## config.mk

```make
export PLATFORM = sky130hd
export DESIGN_NAME = les_kernel
export DESIGN_NICKNAME = d
export VERILOG_FILES = /design/src/sv/les_pkg.sv /design/src/sv/les_kernel.sv
export SDC_FILE = /design/constraint.sdc
export NUM_CORES = 1
export LEC_CHECK = 0
export BUFFER_PORTS_ARGS = -buffer_cell sky130_fd_sc_hd__buf_2
export CORE_ASPECT_RATIO = 2
export CORE_MARGIN = 3
export CORE_UTILIZATION = 50
export DETAILED_ROUTE_END_ITERATION = 10
export GPL_TIMING_DRIVEN = 0
export PLACE_DENSITY = 0.7
export SETUP_SLACK_MARGIN = 0.02
export SYNTH_ARGS = -nofsm -noshare
export SYNTH_HDL_FRONTEND = slang
export SYNTH_SLANG_ARGS = --single-unit
export TNS_END_PERCENT = 1
```

## constraint.sdc

```tcl
create_clock -name clk_i -period 5.3 [get_ports clk_i]
set_clock_uncertainty 0.2 [all_clocks]
set_input_delay 1.06 -clock clk_i [delete_from_list [all_inputs] [get_ports clk_i]]
set_output_delay 1.06 -clock clk_i [all_outputs]
set_load 0.01 [all_outputs]
```

## src/sv/les_pkg.sv

```systemverilog
// Shared constants and types of the Laplacian edge filter.
`timescale 1ns / 1ps
package les_pkg;

  localparam int DefMaxWidth   = 1024;
  localparam int DefPixelBits  = 8;
  localparam int CfgWidthBits  = 11;
  localparam int EdgeBits      = 11;
  localparam int ResetWidth    = 640;

  localparam logic KIND_PIXEL = 1'b0;
  localparam logic KIND_FLUSH = 1'b1;

  // Control information that travels with an item from the column logic to the kernel.
  typedef struct packed {
    logic emit;      // item gives a result
    logic last;      // item is in the last column of its row
    logic flush;     // item stands for the zero row below the image
    logic up_zero;   // results are for the top image row
    logic col_zero;  // item is in column zero
    logic sel;       // which line store holds the previous row
  } les_tag_t;

endpackage

```

## src/sv/les_kernel.sv

```systemverilog
// Neighbour window, Laplacian arithmetic and output register of the edge filter.
`timescale 1ns / 1ps
module les_kernel
  import les_pkg::*;
#(
  parameter int PixelBits = DefPixelBits
) (
  input  logic                       clk_i,
  input  logic                       rst_ni,
  input  logic                       acc_i,
  input  les_tag_t                   tag_i,
  input  logic [PixelBits-1:0]       pix_i,
  input  logic [PixelBits-1:0]       first_pix_i,
  input  logic [PixelBits-1:0]       rd_a_i,
  input  logic [PixelBits-1:0]       rd_b_i,
  output logic                       hold_o,
  output logic                       out_valid_o,
  input  logic                       out_stall_i,
  output logic signed [EdgeBits-1:0] edge_value_o,
  output logic                       row_end_o,
  output logic                       frame_end_o
);

  localparam int SumBits = (PixelBits + 4 > EdgeBits) ? PixelBits + 4 : EdgeBits;

  logic                 s1_valid_q, s1_valid_d;
  les_tag_t             s1_tag_q;
  logic [PixelBits-1:0] s1_pix_q;
  logic [PixelBits-1:0] s1_first_q;
  logic [PixelBits-1:0] win_left_q, win_centre_q;
  logic                 s1_adv;
  logic                 out_free;

  logic [PixelBits-1:0] rd_mid, rd_old;
  logic [PixelBits-1:0] up, left, centre, right;
  logic [SumBits-1:0]   sum;

  logic                 out_valid_q, out_valid_d;
  logic [EdgeBits-1:0]  edge_q;
  logic                 row_end_q, frame_end_q;

  assign out_free = !out_valid_q || !out_stall_i;
  // Items that give no result pass through without waiting for the output register.
  assign s1_adv   = s1_valid_q && (!s1_tag_q.emit || out_free);
  assign hold_o   = s1_valid_q && !s1_adv;

  assign rd_mid = s1_tag_q.sel ? rd_a_i : rd_b_i;
  assign rd_old = s1_tag_q.sel ? rd_b_i : rd_a_i;

  always_comb begin
    up     = s1_tag_q.up_zero  ? '0 : rd_old;
    left   = s1_tag_q.col_zero ? '0 : win_left_q;
    centre = s1_tag_q.col_zero ? s1_first_q : win_centre_q;
    right  = s1_tag_q.last     ? '0 : rd_mid;
    sum    = SumBits'(up) + SumBits'(s1_pix_q) + SumBits'(left) + SumBits'(right)
           - (SumBits'(centre) << 2);
  end

  always_comb begin
    s1_valid_d = s1_valid_q;
    if (acc_i) begin
      s1_valid_d = 1'b1;
    end else if (s1_adv) begin
      s1_valid_d = 1'b0;
    end
    out_valid_d = out_valid_q;
    if (s1_adv && s1_tag_q.emit) begin
      out_valid_d = 1'b1;
    end else if (!out_stall_i) begin
      out_valid_d = 1'b0;
    end
  end

  always_ff @(posedge clk_i or negedge rst_ni) begin
    if (!rst_ni) begin
      s1_valid_q  <= 1'b0;
      out_valid_q <= 1'b0;
    end else begin
      s1_valid_q  <= s1_valid_d;
      out_valid_q <= out_valid_d;
    end
  end

  always_ff @(posedge clk_i) begin
    if (acc_i) begin
      s1_tag_q   <= tag_i;
      s1_pix_q   <= pix_i;
      s1_first_q <= first_pix_i;
    end
    // The window slides by one column for every item that leaves the stage.
    if (s1_adv) begin
      win_left_q   <= centre;
      win_centre_q <= rd_mid;
    end
    if (s1_adv && s1_tag_q.emit) begin
      edge_q      <= sum[EdgeBits-1:0];
      row_end_q   <= s1_tag_q.last;
      frame_end_q <= s1_tag_q.last && s1_tag_q.flush;
    end
  end

  assign out_valid_o  = out_valid_q;
  assign edge_value_o = $signed(edge_q);
  assign row_end_o    = row_end_q;
  assign frame_end_o  = frame_end_q;

  a_accept_when_free: assert property (@(posedge clk_i) disable iff (!rst_ni)
    acc_i |-> !hold_o)
    else $error("item taken while the window stage was held");

  a_result_from_emit: assert property (@(posedge clk_i) disable iff (!rst_ni)
    $rose(out_valid_q) |-> $past(s1_adv && s1_tag_q.emit))
    else $error("result appeared without an item that gives one");

  a_frame_end_row_end: assert property (@(posedge clk_i) disable iff (!rst_ni)
    out_valid_q && frame_end_q |-> row_end_q)
    else $error("frame end without row end");

endmodule

```

; ---- Yosys cells after proc, flatten, opt, wreduce, memory -nomap -nowiden
; Index checks and enable logic that the tools add are counted.
; W data, S select, Z words.
[totals]
register_bits = 53
latch_bits = 0
ramBits = 0
mem_bits_ro = 0
in_bits = 42
output_inout_bits = 15
wordCells = 41
mem_count = 0
[op_classes]
add_sub_neg = 4
n_mul = 0
div_mod_pow = 0
magnitude_cmp = 0
n_eq_ne = 1
n_shift = 0
muxes = 10
bitwise_logic = 0
n_reduce_logical = 11
[ops]
columns = cell, n
row1 = $mux W8, 6
row2 = $add A10 B8 Y11, 1
row3 = $sub A11 B10 Y11, 1
row4 = $add A9 B8 Y10, 1
row5 = $add A8 B8 Y9, 1
row6 = $logic_and A1 B1 Y1, 4
row7 = $logic_not A1 Y1, 4
row8 = $mux W1, 4
row9 = $logic_or A1 B1 Y1, 2
row10 = $ne A2 B1 Y1 const B, 1
row11 = $reduce_bool A2 Y1, 1

; ---- Depth between registers and ports, before layout
; Gate-level depths: netlist of the first run.
[logic_depth]
depth_word = 6
ltp_mapped = 16
depth_no_buf = 14

; ---- Least setup slack after synthesis of the first run
; No wires, ideal clock.
[synth_timing]
path_type = input to register
startpoint = in rd_b_i[3]
endpoint = reg edge_q[10], in the netlist edge_value_o[10] (data pin)
arrival_time_ns = 4.099
t_required_ns = 4.838
slack_ns = 0.739
path_stages = 13
cell_sequence = mux2i_1 -> nor2_1 -> fa_1 -> fa_1 -> inv_1 -> fa_1 -> inv_1 -> ha_1 -> and3_4 -> a2111oi_4 -> o21ai_1 -> a21oi_1 -> xor2_1
[synth_via]
elab_chain_cells = 6
[synth_lines]
columns = item, line
row1 = from (decl), les_kernel.sv:15  ; input logic [PixelBits-1:0] rd_b_i,
row2 = $mux W8, les_kernel.sv:48  ; assign rd_old = s1_tag_q.sel ? rd_b_i : rd_a_i;
row3 = $mux W8, les_kernel.sv:51  ; up = s1_tag_q.up_zero ? '0 : rd_old;
row4 = $add A8 B8 Y9, les_kernel.sv:55  ; sum = SumBits'(up) + SumBits'(s1_pix_q) + SumBits'(left) + SumBits'(right)
row5 = $add A9 B8 Y10, les_kernel.sv:55
row6 = $add A10 B8 Y11 (*), les_kernel.sv:55
row7 = $sub A11 B10 Y11 (*), les_kernel.sv:56  ; - (SumBits'(centre) << 2);
row8 = via sum[10], les_kernel.sv:36  ; logic [SumBits-1:0] sum;
row9 = to (signal assigned), les_kernel.sv:96  ; edge_q <= sum[EdgeBits-1:0];
row10 = to (decl), les_kernel.sv:39  ; logic [EdgeBits-1:0] edge_q;
; The timed path passes the listed nets; every way through them passes the cells marked *.
; A chain may end at the register's enable or synchronous reset.

; ---- Final worst setup path of the first run
[layout_timing]
startpoint = reg s1_tag_q[1] (netlist bit)
endpoint = reg edge_q[10], in the netlist edge_value_o[10] (data pin)
[layout_via]
elab_chain_cells = 4
[layout_lines]
columns = item, line
row1 = from (decl), les_kernel.sv:27  ; les_tag_t s1_tag_q;
row2 = from (signal assigned), les_kernel.sv:86  ; s1_tag_q <= tag_i;
row3 = $mux W8, les_kernel.sv:52  ; left = s1_tag_q.col_zero ? '0 : win_left_q;
row4 = $add A9 B8 Y10, les_kernel.sv:55
row5 = $add A10 B8 Y11, les_kernel.sv:55
row6 = $sub A11 B10 Y11 (*), les_kernel.sv:56
row7 = via sum[10], les_kernel.sv:36
; Marks and branches as above.

==> reports/results.md, run 1 <==
| Result | Reported | Unit |
| --- | --- | --- |
| Run status | finished, final reports clean | - |
| Ratio of routed vias to standard cells | 5.18 | - |
| Combinational Power Share | 43.4 | % |
| Switching Fraction | 32.9 | % |
| Worst Path Arrival | 4730 | ps |
| Sequential share of power | 36.7 | % |
| Iteration count of the initial detailed-routing pass | 4 | - |
| Resized cells post-CTS | 0 | - |
| Overall routing resource usage | 16.4 | % |
| Post-detailed-routing wire length | 5100 | um |
| Area of the core region | 0.00581 | sq mm |
| Fraction of layout cells with a size suffix above 1 | 28.3 | % |
| Switch Pwr | 0.522 | mW |
| Worst VDD drop | 0.290 | mV |
| Number of vias in the routed layout | 1799 | - |
| Clk network pwr share | 19.9 | % |
| Via count of the first global-routing pass | 1833 | - |
| Residual DRC count | 0 | - |
| Area growth, synth to finish | 17.2 | % |
| Number of hold-repair buffers added at the cts stage | 0 | - |
| Largest net degree at the start of global routing | 24 | - |
| Post-Synthesis Cells | 221 | - |
| Worst-case headroom to the max-slew limit | 43.1 | % |
| Dominant combinational cell family by area after synthesis | adder cells | - |
| Post-route met1 wirelength | 1940 | um |
| Clock latency on the worst-skew pair | 290 | ps |
| Setup slack after placement | 333 | ps |
| Mean post-synth cell area | 13.7 | sq um |
| Shortest period the worst path allows | 4890 | ps |
| # rows | 39 | - |
| Violation count after the first detailed-routing iteration | 39 | - |
| Clock H-tree levels | 2 | - |
| Number of CTS-inserted buffers | 5 | - |
| Total leakage power | 1.62 | nW |
| Wire length on met2 | 2820 | um |
| Sequential element share of the synthesized area | 52.3 | % |
| Area share of the leading cell type in the synthesized netlist | 50.6 | % |
| Number of antenna violations at the first check in global routing | 0 | - |
| Final number of hold-violating endpoints | 0 | - |
| Final setup margin | 410 | ps |
| Number of pins with negative max-slew slack in the final report | 0 | - |
| Global-route wire length before repair | 8340 | um |
| Count of nets after finishing | 363 | - |
| Clock sinks | 53 | - |
| Met3 wire length | 234 | um |
| Flip-flop and latch count after synthesis | 53 | - |
| Critical Path Start | s1_tag_q[1] | - |
| Cell type contributing the most total cell area after synthesis | edfxtp_1 | - |
| Clock buffer depth | 2 | - |
| Dpl hpwl | 4100 | um |
| IO Port Bufs | 56 | - |
| Leading cell types by total area after synthesis | edfxtp_1 (51%), fa_1 (14%), ha_1 (6.2%), mux2i_1 (5.3%), inv_1 (5.1%) | - |
| Initial Utilization | 52.1 | % |
| Final setup vio count | 0 | - |
| Clock tree from TritonCTS | built | - |
| Most common flop cell mapped by yosys | edfxtp_1 | - |
| Die boundary height | 116 | um |
| Count of boundary I/O pins | 57 | - |
| Post-CTS repair timing setup buffer count | 0 | - |
| Number of nets with antenna violations after routing | 0 | - |
| Capture point of the worst path | edge_value_o[10] | - |
| Cell Pwr Density | 448 | mW/mm^2 |
| Combined area of all synthesized cells | 0.00303 | sq mm |
| Register-to-register path setup slack | 410 | ps |
| Critical path fanouts, max | 10 | - |
| Max Used Layer | met4 | - |
| Clock transition at the register clock pins on the worst setup and hold paths after CTS | 60 | ps |
| Reg-to-Reg Start | s1_tag_q[1] | - |
| Data required time at the worst endpoint | 5140 | ps |
| Portion of the clock cycle consumed by the worst path in the final layout | 92.3 | % |
| Endpoint type of the worst setup path | flip-flop | - |
| Internal power | 1.07 | mW |
| Ant diodes | 0 | - |
| Post-synthesis mux area share | 8.27 | % |
| Max-cap violation count | 0 | - |
| Area enclosed by the die boundary | 0.00708 | sq mm |
| Unrepaired setup endpoints after global routing | false | - |
| Async SR Flop Fraction | 3.77 | % |
| Final RePlAce weighted congestion | 0.789 | - |
| F_max | 0.205 | GHz |
| Number of enable-type register cells in the synthesized netlist | 51 | - |
| Yosys warning total | 0 | - |
| Number of library cell types mapped by synthesis | 33 | - |
| Final hold slack | 336 | ps |
| Post-synthesis xor/xnor area fraction | 2.32 | % |
| Startpoint Class | flip-flop | - |
| Adder and majority cell fraction of the synthesized area | 20.1 | % |
| Path type of the worst setup path | reg2reg | - |
| Layout filler cell count | 486 | - |
| Horizontal extent of the die | 61.0 | um |
| Simple-Gate Fraction of Synth Area | 6.78 | % |
| Hold Path Class | in2async | - |
| Share of the synthesized area in compound gates (AO/OA/AOI/OAI) | 4.42 | % |
| TNS Setup | 0 | ps |
| Critical R2R Capture | edge_value_o[10] | - |
| Worst Max-Slew Pin Slew | 854 | ps |
| Average wire per standard cell | 14.7 | um |
| Clock tree root buffer cell | clkbuf_16 | - |
| Cells on worst reg2reg path | 14 | - |
| Remaining Overflow, GRT | 0 | - |
| Net count after synthesis | 299 | - |
-- registers in the layout (all words and copies together), names as in the netlist --
signal        flops
row_end_o         1
s1_tag_q          6
win_left_q        8
edge_value_o     11
win_centre_q      8
s1_valid_q        1
out_valid_o       1
frame_end_o       1
s1_pix_q          8
s1_first_q        8
-- critical path, stage by stage (launching register included) --
cell and delay [ps]:
edfxtp_1 310, buf_2 250, buf_1 440, mux2i_1 380
fa_1 490, fa_1 540, inv_1 50, fa_1 520
inv_1 40, ha_1 350, and2_1 220, a2111oi_4 410
o21ai_1 150, a21oi_1 190, xor2_1 80
-- Yosys cell counts (all sizes together) (3+ instances only) --
cell    number
edfxtp      51
inv         41
fa          21
mux2i       16
ha          15
nor2        11
mux2         8
nand2b       8
nor2b        8
xnor2        7
a21oi        6
buf          4
a21o         3
nand2        3
-- how the worst min path moves through the flow --
stage,startpoint,endpoint
after floorplan,s1_tag_q[5],out_valid_o
after global placement,s1_valid_q,out_valid_o
after detailed placement,s1_valid_q,out_valid_o
after CTS,s1_valid_q,out_valid_o
after global routing,rst_ni,s1_valid_q
final,rst_ni,out_valid_o
-- metrics by stage --
stage | area [sq um] | util (%) | power [mW] | std cells
5_1_grt | 3550 | 61.1 | 1.72 | 347
4_1_cts | 3540 | 61.0 | 1.61 | 347
6_report | 3550 | 61.1 | 1.59 | 347
3_3_place_gp | 3380 | 58.3 | 1.26 | 338
2_1_floorplan | 3030 | - | 1.13 | 221
3_5_place_dp | 3400 | 58.6 | 1.29 | 339
-- cell usage in the layout, fill, tap and decap left out, types with 8 or more instances in the layout --
cell type  count
fa_1          21
mux2_2         8
inv_1         41
ha_1          15
nand2b_1       8
mux2i_1       16
nor2b_1        8
edfxtp_1      51
buf_2         57
nor2_1        11
-- power groups by stage --
stage / sequential (mW) / combinational [mW] / clock, mW
5_1_grt: 0.590 / 0.791 / 0.342
6_report: 0.583 / 0.689 / 0.316
3_5_place_dp: 0.593 / 0.697 / 0
3_3_place_gp: 0.591 / 0.668 / 0
2_1_floorplan: 0.610 / 0.522 / 0
4_1_cts: 0.584 / 0.701 / 0.323
-- layer usage --
layer	track usage (%)	vias to the layer above
met5	0	-
met3	3.34	9
met1	18.3	876
met4	6.51	0
met2	29.3	48
li1	-	866
-- cells by family after synthesis --
group	Yosys count
multiplexers	24
AND/OR/NAND/NOR	38
flip-flops	53
buffers and inverters	46
XOR/XNOR	8
adder cells (fa/ha/maj)	36
AO/OA/AOI/OAI	16
-- area by class of cell --
type | count | area [sq um] | share of cell area, %
tap | 61 | 76.3 | 2.15
inverter | 41 | 154 | 4.34
clock buffer | 7 | 133 | 3.74
timing repair buffer | 57 | 295 | 8.32
buffer | 5 | 23.8 | 0.670
clock inverter | 1 | 7.51 | 0.212
sequential | 53 | 1580 | 44.6
multi-input combinational | 122 | 1280 | 36.0
Note: power is estimated with default switching activity, not from simulation.
==> run 2: changes to the inputs <==
MAX_ROUTING_LAYER = met4   (was default)
==> run 2 against run 1 <==
Count of clock-buffer cells in the layout stayed put. Clock power hardly changed. Sequential share of layout area stayed put. Die area stayed put. Combinational power hardly changed. Global-route usage is 0.41 points higher. Wire length is 0.16% lower. Critical path type unchanged. Largest power group unchanged. Highest routed layer unchanged.
==> reports/results.md, run 2 (synthesis gave the netlist of run 1 again) <==
| Result | Reported | Unit | vs previous |
| --- | --- | --- | --- |
| Average wire per standard cell | 14.7 | um | about the same |
| Area enclosed by the die boundary | 0.00708 | sq mm | unchanged |
| F_max | 0.204 | GHz | was 0.205 GHz |
| Clock tree from TritonCTS | built | - | unchanged |
| Total leakage power | 1.62 | nW | unchanged |
| Number of vias in the routed layout | 1802 | - | was 1799 |
| Iteration count of the initial detailed-routing pass | 4 | - | unchanged |
| Worst Path Arrival | 4740 | ps | was 4730 ps |
| Resized cells post-CTS | 0 | - | unchanged |
| IO Port Bufs | 56 | - | unchanged |
| Critical path fanouts, max | 10 | - | unchanged |
| CP top delay family | adder cells | - | unchanged |
| Initial Utilization | 52.1 | % | unchanged |
| Fraction of layout cells with a size suffix above 1 | 28.3 | % | unchanged |
| Cell with the most instances on the worst path | fa_1 | - | unchanged |
| Worst VDD drop | 0.290 | mV | about the same |
| Horizontal extent of the die | 61.0 | um | unchanged |
| Clock sinks | 53 | - | unchanged |
| Layout filler cell count | 486 | - | unchanged |
| Final number of hold-violating endpoints | 0 | - | unchanged |
| Global-route wire length before repair | 8290 | um | was 8340 um |
| Clock tree root buffer cell | clkbuf_16 | - | unchanged |
| Startpoint Class | flip-flop | - | unchanged |
| Die boundary height | 116 | um | unchanged |
| Area of the core region | 0.00581 | sq mm | unchanged |
| Number of pins with negative max-slew slack in the final report | 0 | - | unchanged |
| Largest stage delay on the critical path | 540 | ps | about the same |
| Final setup vio count | 0 | - | unchanged |
| Critical R2R Capture | edge_value_o[10] | - | unchanged |
| Switching Fraction | 32.9 | % | about the same |
| Residual DRC count | 0 | - | unchanged |
| Shortest period the worst path allows | 4900 | ps | was 4890 ps |
| Number of nets with antenna violations after routing | 0 | - | unchanged |
| Max-cap violation count | 0 | - | unchanged |
| Remaining Overflow, GRT | 0 | - | unchanged |
| Ratio of routed vias to standard cells | 5.19 | - | was 5.18 |
| Internal power | 1.07 | mW | about the same |
| Post-CTS repair timing setup buffer count | 0 | - | unchanged |
| Most common cell after layout, fill and taps aside | buf_2 | - | unchanged |
| Cell-by-cell listing of the critical path | buf_2 -> buf_1 -> mux2i_1 -> fa_1 -> fa_1 -> inv_1 -> fa_1 -> inv_1 -> ha_1 -> and2_1 -> a2111oi_4 -> o21ai_1 -> a21oi_1 -> xor2_1 | - | unchanged |
| Number of antenna violations at the first check in global routing | 0 | - | unchanged |
| Largest net degree at the start of global routing | 24 | - | unchanged |
| Portion of the clock cycle consumed by the worst path in the final layout | 92.4 | % | was 92.3% |
| Worst path buffer plus inverter count | 4 | - | unchanged |
| Cell with the largest stage delay on the worst path | fa_1 | - | unchanged |
| Flip-flop count of the largest register, all copies and words added | 11 | - | unchanged |
| Area growth, synth to finish | 17.2 | % | unchanged |
| Cells on worst reg2reg path | 14 | - | unchanged |
| Number of CTS-inserted buffers | 5 | - | unchanged |
| Fraction of the core area covered by cells at the end of the flow | 61.1 | % | unchanged |
| Switch Pwr | 0.523 | mW | was 0.522 mW |
| Unrepaired setup endpoints after global routing | false | - | unchanged |
| Worst Max-Slew Pin Slew | 855 | ps | was 854 ps |
| Violation count after the first detailed-routing iteration | 43 | - | was 39 |
| Hold Path Class | in2async | - | unchanged |
| Dpl hpwl | 4100 | um | unchanged |
| Run status | finished, final reports clean | - | unchanged |
| Clock transition at the register clock pins on the worst setup and hold paths after CTS | 60 | ps | about the same |
| Commonest cells after routing, fill and taps aside | buf_2 (57), edfxtp_1 (51), inv_1 (41) | - | unchanged |
| Clock H-tree levels | 2 | - | unchanged |
| Post-detailed-routing wire length | 5090 | um | was 5100 um |
| Final RePlAce weighted congestion | 0.800 | - | was 0.789 |
| Count of nets after finishing | 363 | - | unchanged |
| Worst-case headroom to the max-slew limit | 43.0 | % | was 43.1% |
| Number of hold-repair buffers added at the cts stage | 0 | - | unchanged |
| Cell Pwr Density | 448 | mW/mm^2 | about the same |
| Via count of the first global-routing pass | 1839 | - | was 1833 |
| Sequential share of power | 36.7 | % | about the same |
| Register-to-register path setup slack | 400 | ps | was 410 ps |
| Overall routing resource usage | 16.8 | % | was 16.4% |
| Reg-to-Reg Start | s1_tag_q[1] | - | unchanged |
| Clk network pwr share | 20.0 | % | was 19.9% |
| Clock latency on the worst-skew pair | 290 | ps | about the same |
| TNS Setup | 0 | ps | unchanged |
| Path type of the worst setup path | reg2reg | - | unchanged |
| Endpoint type of the worst setup path | flip-flop | - | unchanged |
| Clock buffer depth | 2 | - | unchanged |
| # rows | 39 | - | unchanged |
| Count of boundary I/O pins | 57 | - | unchanged |
| Data required time at the worst endpoint | 5140 | ps | about the same |
| Combinational Power Share | 43.3 | % | was 43.4% |
| Ant diodes | 0 | - | unchanged |
==> run 2: cell counts in the layout (fill, tap and decap cells not counted) <==
No cell type changed its count.
==> run 2: area by class of cell <==
type / instances / area, sq um / share of cell area (%)
multi-input combinational: 122 / 1280 / 36.0
buffer: 5 / 23.8 / 0.670
inverter: 41 / 154 / 4.34
clock buffer: 7 / 133 / 3.74
tap: 61 / 76.3 / 2.15
timing repair buffer: 57 / 295 / 8.32
clock inverter: 1 / 7.51 / 0.212
sequential: 53 / 1580 / 44.6
==> run 2: metal layers <==
layer / track usage, % / vias up / share of wire, %
li1: - / 866 / -
met1: 18.1 / 878 / 38
met2: 29.2 / 49 / 56
met3: 3.46 / 9 / 4.5
met4: 6.51 / 0 / 2.1
met5: - / - / 0
==> run 2: worst max-delay path by stage <==
stage                start          endpoint  slack [ps]  cells past startpoint
2_1_floorplan    rd_b_i[3]  edge_value_o[10]         740                     13
3_3_place_gp   s1_tag_q[1]  edge_value_o[10]         380                     14
5_1_grt        s1_tag_q[1]  edge_value_o[10]          70                     14
3_5_place_dp   s1_tag_q[1]  edge_value_o[10]         330                     14
4_1_cts        s1_tag_q[1]  edge_value_o[10]         320                     14
6_report       s1_tag_q[1]  edge_value_o[10]         400                     14
==> run 2: power groups by stage <==
stage	registers (mW)	logic [mW]	clock network (mW)
2_1_floorplan	0.610	0.522	0
4_1_cts	0.584	0.701	0.323
3_5_place_dp	0.593	0.697	0
6_report	0.583	0.689	0.317
3_3_place_gp	0.591	0.668	0
5_1_grt	0.590	0.791	0.342
==> run 2: worst reg2reg max path: cells and delay by family, from the launching register on <==
family	cells	cell delay, ps
compound gates	3	760
xor+xnor	1	80
fa+ha+maj	4	1910
simple gates	1	220
buf+inv	4	780
mux	1	390
flops	1	310
==> run 2: per-stage QoR <==
stage               power [mW]  instance area (sq um)  cells  hold slack (ps)  setup WS, ps
finish                    1.59                   3550    347              336           403
global route              1.72                   3550    347              330          74.9
CTS                       1.61                   3540    347              334           324
detailed placement        1.29                   3400    339              317           333
global placement          1.26                   3380    338              303           382
floorplan                 1.13                   3030    221              284           739
==> run 3: changes to the inputs <==
ABC_AREA = 1   (was default)
==> run 3 against run 2 <==
Via count grew 20%. Fmax grew 18%. Register-to-register slack gained 740 ps. Critical endpoint is now edge_value_o[9]. Largest cell class unchanged. Largest power group unchanged.
==> reports/results.md, run 3 <==
| Result | Reported | Unit | vs previous |
| --- | --- | --- | --- |
| Run status | finished, final reports clean | - | unchanged |
| Combined area of all synthesized cells | 0.00309 | sq mm | was 0.00303 sq mm |
| Final RePlAce weighted congestion | 0.841 | - | was 0.800 |
| Number of enable-type register cells in the synthesized netlist | 51 | - | unchanged |
| Cells on worst reg2reg path | 12 | - | was 14 |
| Violation count after the first detailed-routing iteration | 46 | - | was 43 |
| Clock sinks | 53 | - | unchanged |
| Area enclosed by the die boundary | 0.00723 | sq mm | was 0.00708 sq mm |
| # rows | 40 | - | was 39 |
| Portion of the clock cycle consumed by the worst path in the final layout | 78.5 | % | was 92.4% |
| Layout filler cell count | 523 | - | was 486 |
| Worst-case headroom to the max-slew limit | 51.2 | % | was 43.0% |
| Most common flop cell mapped by yosys | edfxtp_1 | - | unchanged |
| Cell-by-cell listing of the critical path | buf_2 -> o21ai_0 -> nor2_1 -> fa_1 -> fa_1 -> inv_1 -> fa_1 -> fa_1 -> o21ai_2 -> nand2_1 -> nand3_1 -> nand2_1 | - | was buf_2 -> buf_1 -> mux2i_1 -> fa_1 -> fa_1 -> inv_1 -> fa_1 -> inv_1 -> ha_1 -> and2_1 -> a2111oi_4 -> o21ai_1 -> a21oi_1 -> xor2_1 |
| Critical hold path startpoint | out_valid_o | - |  |
| Number of library cell types mapped by synthesis | 21 | - | was 33 |
| Horizontal extent of the die | 61.6 | um | was 61.0 um |
| Leading cell types by total area after synthesis | edfxtp_1 (49%), fa_1 (14%), nand2_1 (8.6%), inv_1 (7.6%), ha_1 (6.1%) | - | was edfxtp_1 (51%), fa_1 (14%), ha_1 (6.2%), mux2i_1 (5.3%), inv_1 (5.1%) |
| Commonest cells after routing, fill and taps aside | nand2_1 (71), inv_1 (63), buf_2 (59) | - | was buf_2 (57), edfxtp_1 (51), inv_1 (41) |
| Simple-Gate Fraction of Synth Area | 15.6 | % | was 6.78% |
| Post-synthesis xor/xnor area fraction | 1.13 | % | was 2.32% |
| TNS Setup | 0 | ps | unchanged |
| Worst Max-Slew Pin Slew | 732 | ps | was 855 ps |
| Unrepaired setup endpoints after global routing | false | - | unchanged |
| Cell type contributing the most total cell area after synthesis | edfxtp_1 | - | unchanged |
| Worst path buffer plus inverter count | 2 | - | was 4 |
| Area growth, synth to finish | 16.3 | % | was 17.2% |
| Worst Path Arrival | 4020 | ps | was 4740 ps |
| Area of the core region | 0.00601 | sq mm | was 0.00581 sq mm |
| Mean post-synth cell area | 10.2 | sq um | was 13.7 sq um |
| Critical path fanouts, max | 3 | - | was 10 |
| Fraction of layout cells with a size suffix above 1 | 19.6 | % | was 28.3% |
| Clock buffer depth | 2 | - | unchanged |
| Iteration count of the initial detailed-routing pass | 4 | - | unchanged |
| Largest stage delay on the critical path | 570 | ps | was 540 ps |
| Post-Synthesis Cells | 304 | - | was 221 |
| Shortest period the worst path allows | 4160 | ps | was 4900 ps |
| Endpoint type of the worst setup path | flip-flop | - | unchanged |
| Reg-to-Reg Start | s1_tag_q[1] | - | unchanged |
| Clock transition at the register clock pins on the worst setup and hold paths after CTS | 70 | ps | was 60 ps |
| Number of vias in the routed layout | 2158 | - | was 1802 |
| Cell Pwr Density | 447 | mW/mm^2 | was 448 mW/mm^2 |
| End of the worst hold path | out_valid_o | - |  |
| Number of hold-repair buffers added at the cts stage | 0 | - | unchanged |
| Combinational Power Share | 43.5 | % | was 43.3% |
| Ant diodes | 0 | - | unchanged |
| Async SR Flop Fraction | 3.77 | % | unchanged |
| Worst VDD drop | 0.357 | mV | was 0.290 mV |
| Number of pins with negative max-slew slack in the final report | 0 | - | unchanged |
| Cell with the most instances after synthesis | nand2_1 | - | was edfxtp_1 |
| Number of CTS-inserted buffers | 5 | - | unchanged |
| Clock tree root buffer cell | clkbuf_16 | - | unchanged |
| Switching Fraction | 37.1 | % | was 32.9% |
| Clock tree from TritonCTS | built | - | unchanged |
| F_max | 0.240 | GHz | was 0.204 GHz |
| Number of antenna violations at the first check in global routing | 0 | - | unchanged |
| Adder and majority cell fraction of the synthesized area | 19.7 | % | was 20.1% |
| Initial Utilization | 51.5 | % | was 52.1% |
| Remaining Overflow, GRT | 0 | - | unchanged |
| Total Power Consumption | 1.61 | mW | was 1.59 mW |
| Leading cell types by count after synthesis | nand2_1 (71), inv_1 (63), edfxtp_1 (51), nor2_1 (30), fa_1 (21) | - | was edfxtp_1 (51), inv_1 (41), fa_1 (21), mux2i_1 (16), ha_1 (15) |
| Die boundary height | 117 | um | was 116 um |
| Final number of hold-violating endpoints | 0 | - | unchanged |
| Clk network pwr share | 20.5 | % | was 20.0% |
| IO Port Bufs | 56 | - | unchanged |
| Data required time at the worst endpoint | 5160 | ps | was 5140 ps |
| Cells after DPL | 423 | - | was 339 |
| Max-cap violation count | 0 | - | unchanged |
| Share of the synthesized area in compound gates (AO/OA/AOI/OAI) | 3.92 | % | was 4.42% |
| Sequential share of power | 36.0 | % | was 36.7% |
| Average wire per standard cell | 13.3 | um | was 14.7 um |
| Sequential element share of the synthesized area | 51.1 | % | was 52.3% |
| Count of nets after finishing | 445 | - | was 363 |
| Flip-flop count of the largest register, all copies and words added | 11 | - | unchanged |
| Cell with the largest stage delay on the worst path | fa_1 | - | unchanged |
| Dpl hpwl | 4500 | um | was 4100 um |
| Total leakage power | 1.78 | nW | was 1.62 nW |
| Most common cell after layout, fill and taps aside | nand2_1 | - | was buf_2 |
| Critical R2R Capture | edge_value_o[9] | - | was edge_value_o[10] |
| Clock latency on the worst-skew pair | 290 | ps | about the same |
| Count of boundary I/O pins | 57 | - | unchanged |
| Overall routing resource usage | 18.3 | % | was 16.8% |
| Post-detailed-routing wire length | 5730 | um | was 5090 um |
| Internal power | 1.01 | mW | was 1.07 mW |
| Net count after synthesis | 382 | - | was 299 |
| Post-CTS repair timing setup buffer count | 0 | - | unchanged |
| Area share of the leading cell type in the synthesized netlist | 49.5 | % | was 50.6% |
| Number of nets with antenna violations after routing | 0 | - | unchanged |
| Via count of the first global-routing pass | 2131 | - | was 1839 |
| Clock H-tree levels | 2 | - | unchanged |
| Cell with the most instances on the worst path | fa_1 | - | unchanged |
| Hold Path Class | reg2reg | - | was in2async |
| Final setup vio count | 0 | - | unchanged |
| Register-to-register path setup slack | 1140 | ps | was 400 ps |
| Switch Pwr | 0.597 | mW | was 0.523 mW |
| Ratio of routed vias to standard cells | 5.01 | - | was 5.19 |
| Flip-flop and latch count after synthesis | 53 | - | unchanged |
| Yosys warning total | 0 | - | unchanged |
| Residual DRC count | 0 | - | unchanged |
| Dominant combinational cell family by area after synthesis | adder cells | - | unchanged |
| CP top delay family | adder cells | - | unchanged |
| Largest net degree at the start of global routing | 24 | - | unchanged |
| Global-route wire length before repair | 9400 | um | was 8290 um |
| Path type of the worst setup path | in2reg | - | was reg2reg |
| Non-filler cells, final | 431 | - | was 347 |
| Hold depth | 2 | - |  |
| Post-synthesis mux area share | 0 | % | was 8.27% |
| Resized cells post-CTS | 0 | - | unchanged |
| Startpoint Class | input pin | - | was flip-flop |
-- run 3: cell types whose count changed after synthesis, moves of 6 or more --
| cell | before | now |
|---|---|---|
| mux2i_1 | 16 | 0 |
| nor2b_1 | 8 | 0 |
| inv_1 | 41 | 63 |
| nand2_1 | 3 | 71 |
| o21ai_0 | 0 | 13 |
| or2_1 | 0 | 8 |
| xnor2_1 | 7 | 1 |
| mux2_2 | 8 | 0 |
| nor2_1 | 11 | 30 |
| nand2b_1 | 8 | 0 |
| nand3_1 | 1 | 8 |
-- run 3: final cells by class --
class                      count  area, sq um  area share (%)
multi-input combinational    182         1250            34.6
clock buffer                   5          125            3.48
sequential                    53         1580            43.9
tap                           63         78.8            2.19
buffer                         4         22.5           0.626
clock inverter                 3         21.3           0.591
inverter                      65          244            6.78
timing repair buffer          56          280            7.79
-- run 3: worst max-delay path by stage --
stage | from | to | depth (start not counted)
after floorplan | rd_a_i[5] | edge_value_o[8] | 14
after global placement | rd_a_i[2] | edge_value_o[9] | 12
after detailed placement | rd_a_i[3] | edge_value_o[9] | 14
after CTS | s1_tag_q[1] | edge_value_o[9] | 12
after global routing | s1_tag_q[0] | edge_value_o[8] | 17
final | rd_a_i[2] | edge_value_o[9] | 12
-- run 3: metrics by stage --
step | area (sq um) | utilization (%) | setup WS, ps | hold WS [ps]
after detailed placement | 3450 | 57.5 | 871 | 294
after global placement | 3450 | 57.5 | 901 | 276
final | 3600 | 59.9 | 1140 | 303
after global routing | 3600 | 59.9 | 793 | 331
after floorplan | 3090 | - | 1150 | 263
after CTS | 3600 | 59.9 | 1120 | 306
-- run 3: power by group through the flow --
stage | sequential [mW] | combinational, mW | clock [mW]
final | 0.579 | 0.701 | 0.330
after global routing | 0.588 | 0.826 | 0.349
after CTS | 0.580 | 0.702 | 0.338
after detailed placement | 0.589 | 0.695 | 0
after global placement | 0.588 | 0.676 | 0
after floorplan | 0.608 | 0.511 | 0
-- run 3: cells by family (layout without fill, tap and decap cells) --
group,after synthesis,count (layout)
AO/OA/AOI/OAI,23,23
XOR/XNOR,4,4
adder cells (fa/ha/maj),36,36
buffers and inverters,69,133
flip-flops,53,53
AND/OR/NAND/NOR,119,119
-- run 3: metal layers --
| layer | up-vias | wire [um] | GRT usage, % |
|---|---|---|---|
| met5 | - | 0 | - |
| met4 | 0 | 179 | 7.08 |
| met3 | 17 | 230 | 3.29 |
| met2 | 72 | 3180 | 31.5 |
| met1 | 994 | 2130 | 20.3 |
| li1 | 1075 | - | - |
-- run 3: worst reg2reg max path: cells and delay by family, from the launching register on --
family / cells / cell delay (ps)
AO/OA/AOI/OAI: 2 / 430
adder cells (fa/ha/maj): 4 / 2110
buffers and inverters: 2 / 210
flip-flops: 1 / 510
AND/OR/NAND/NOR: 4 / 480
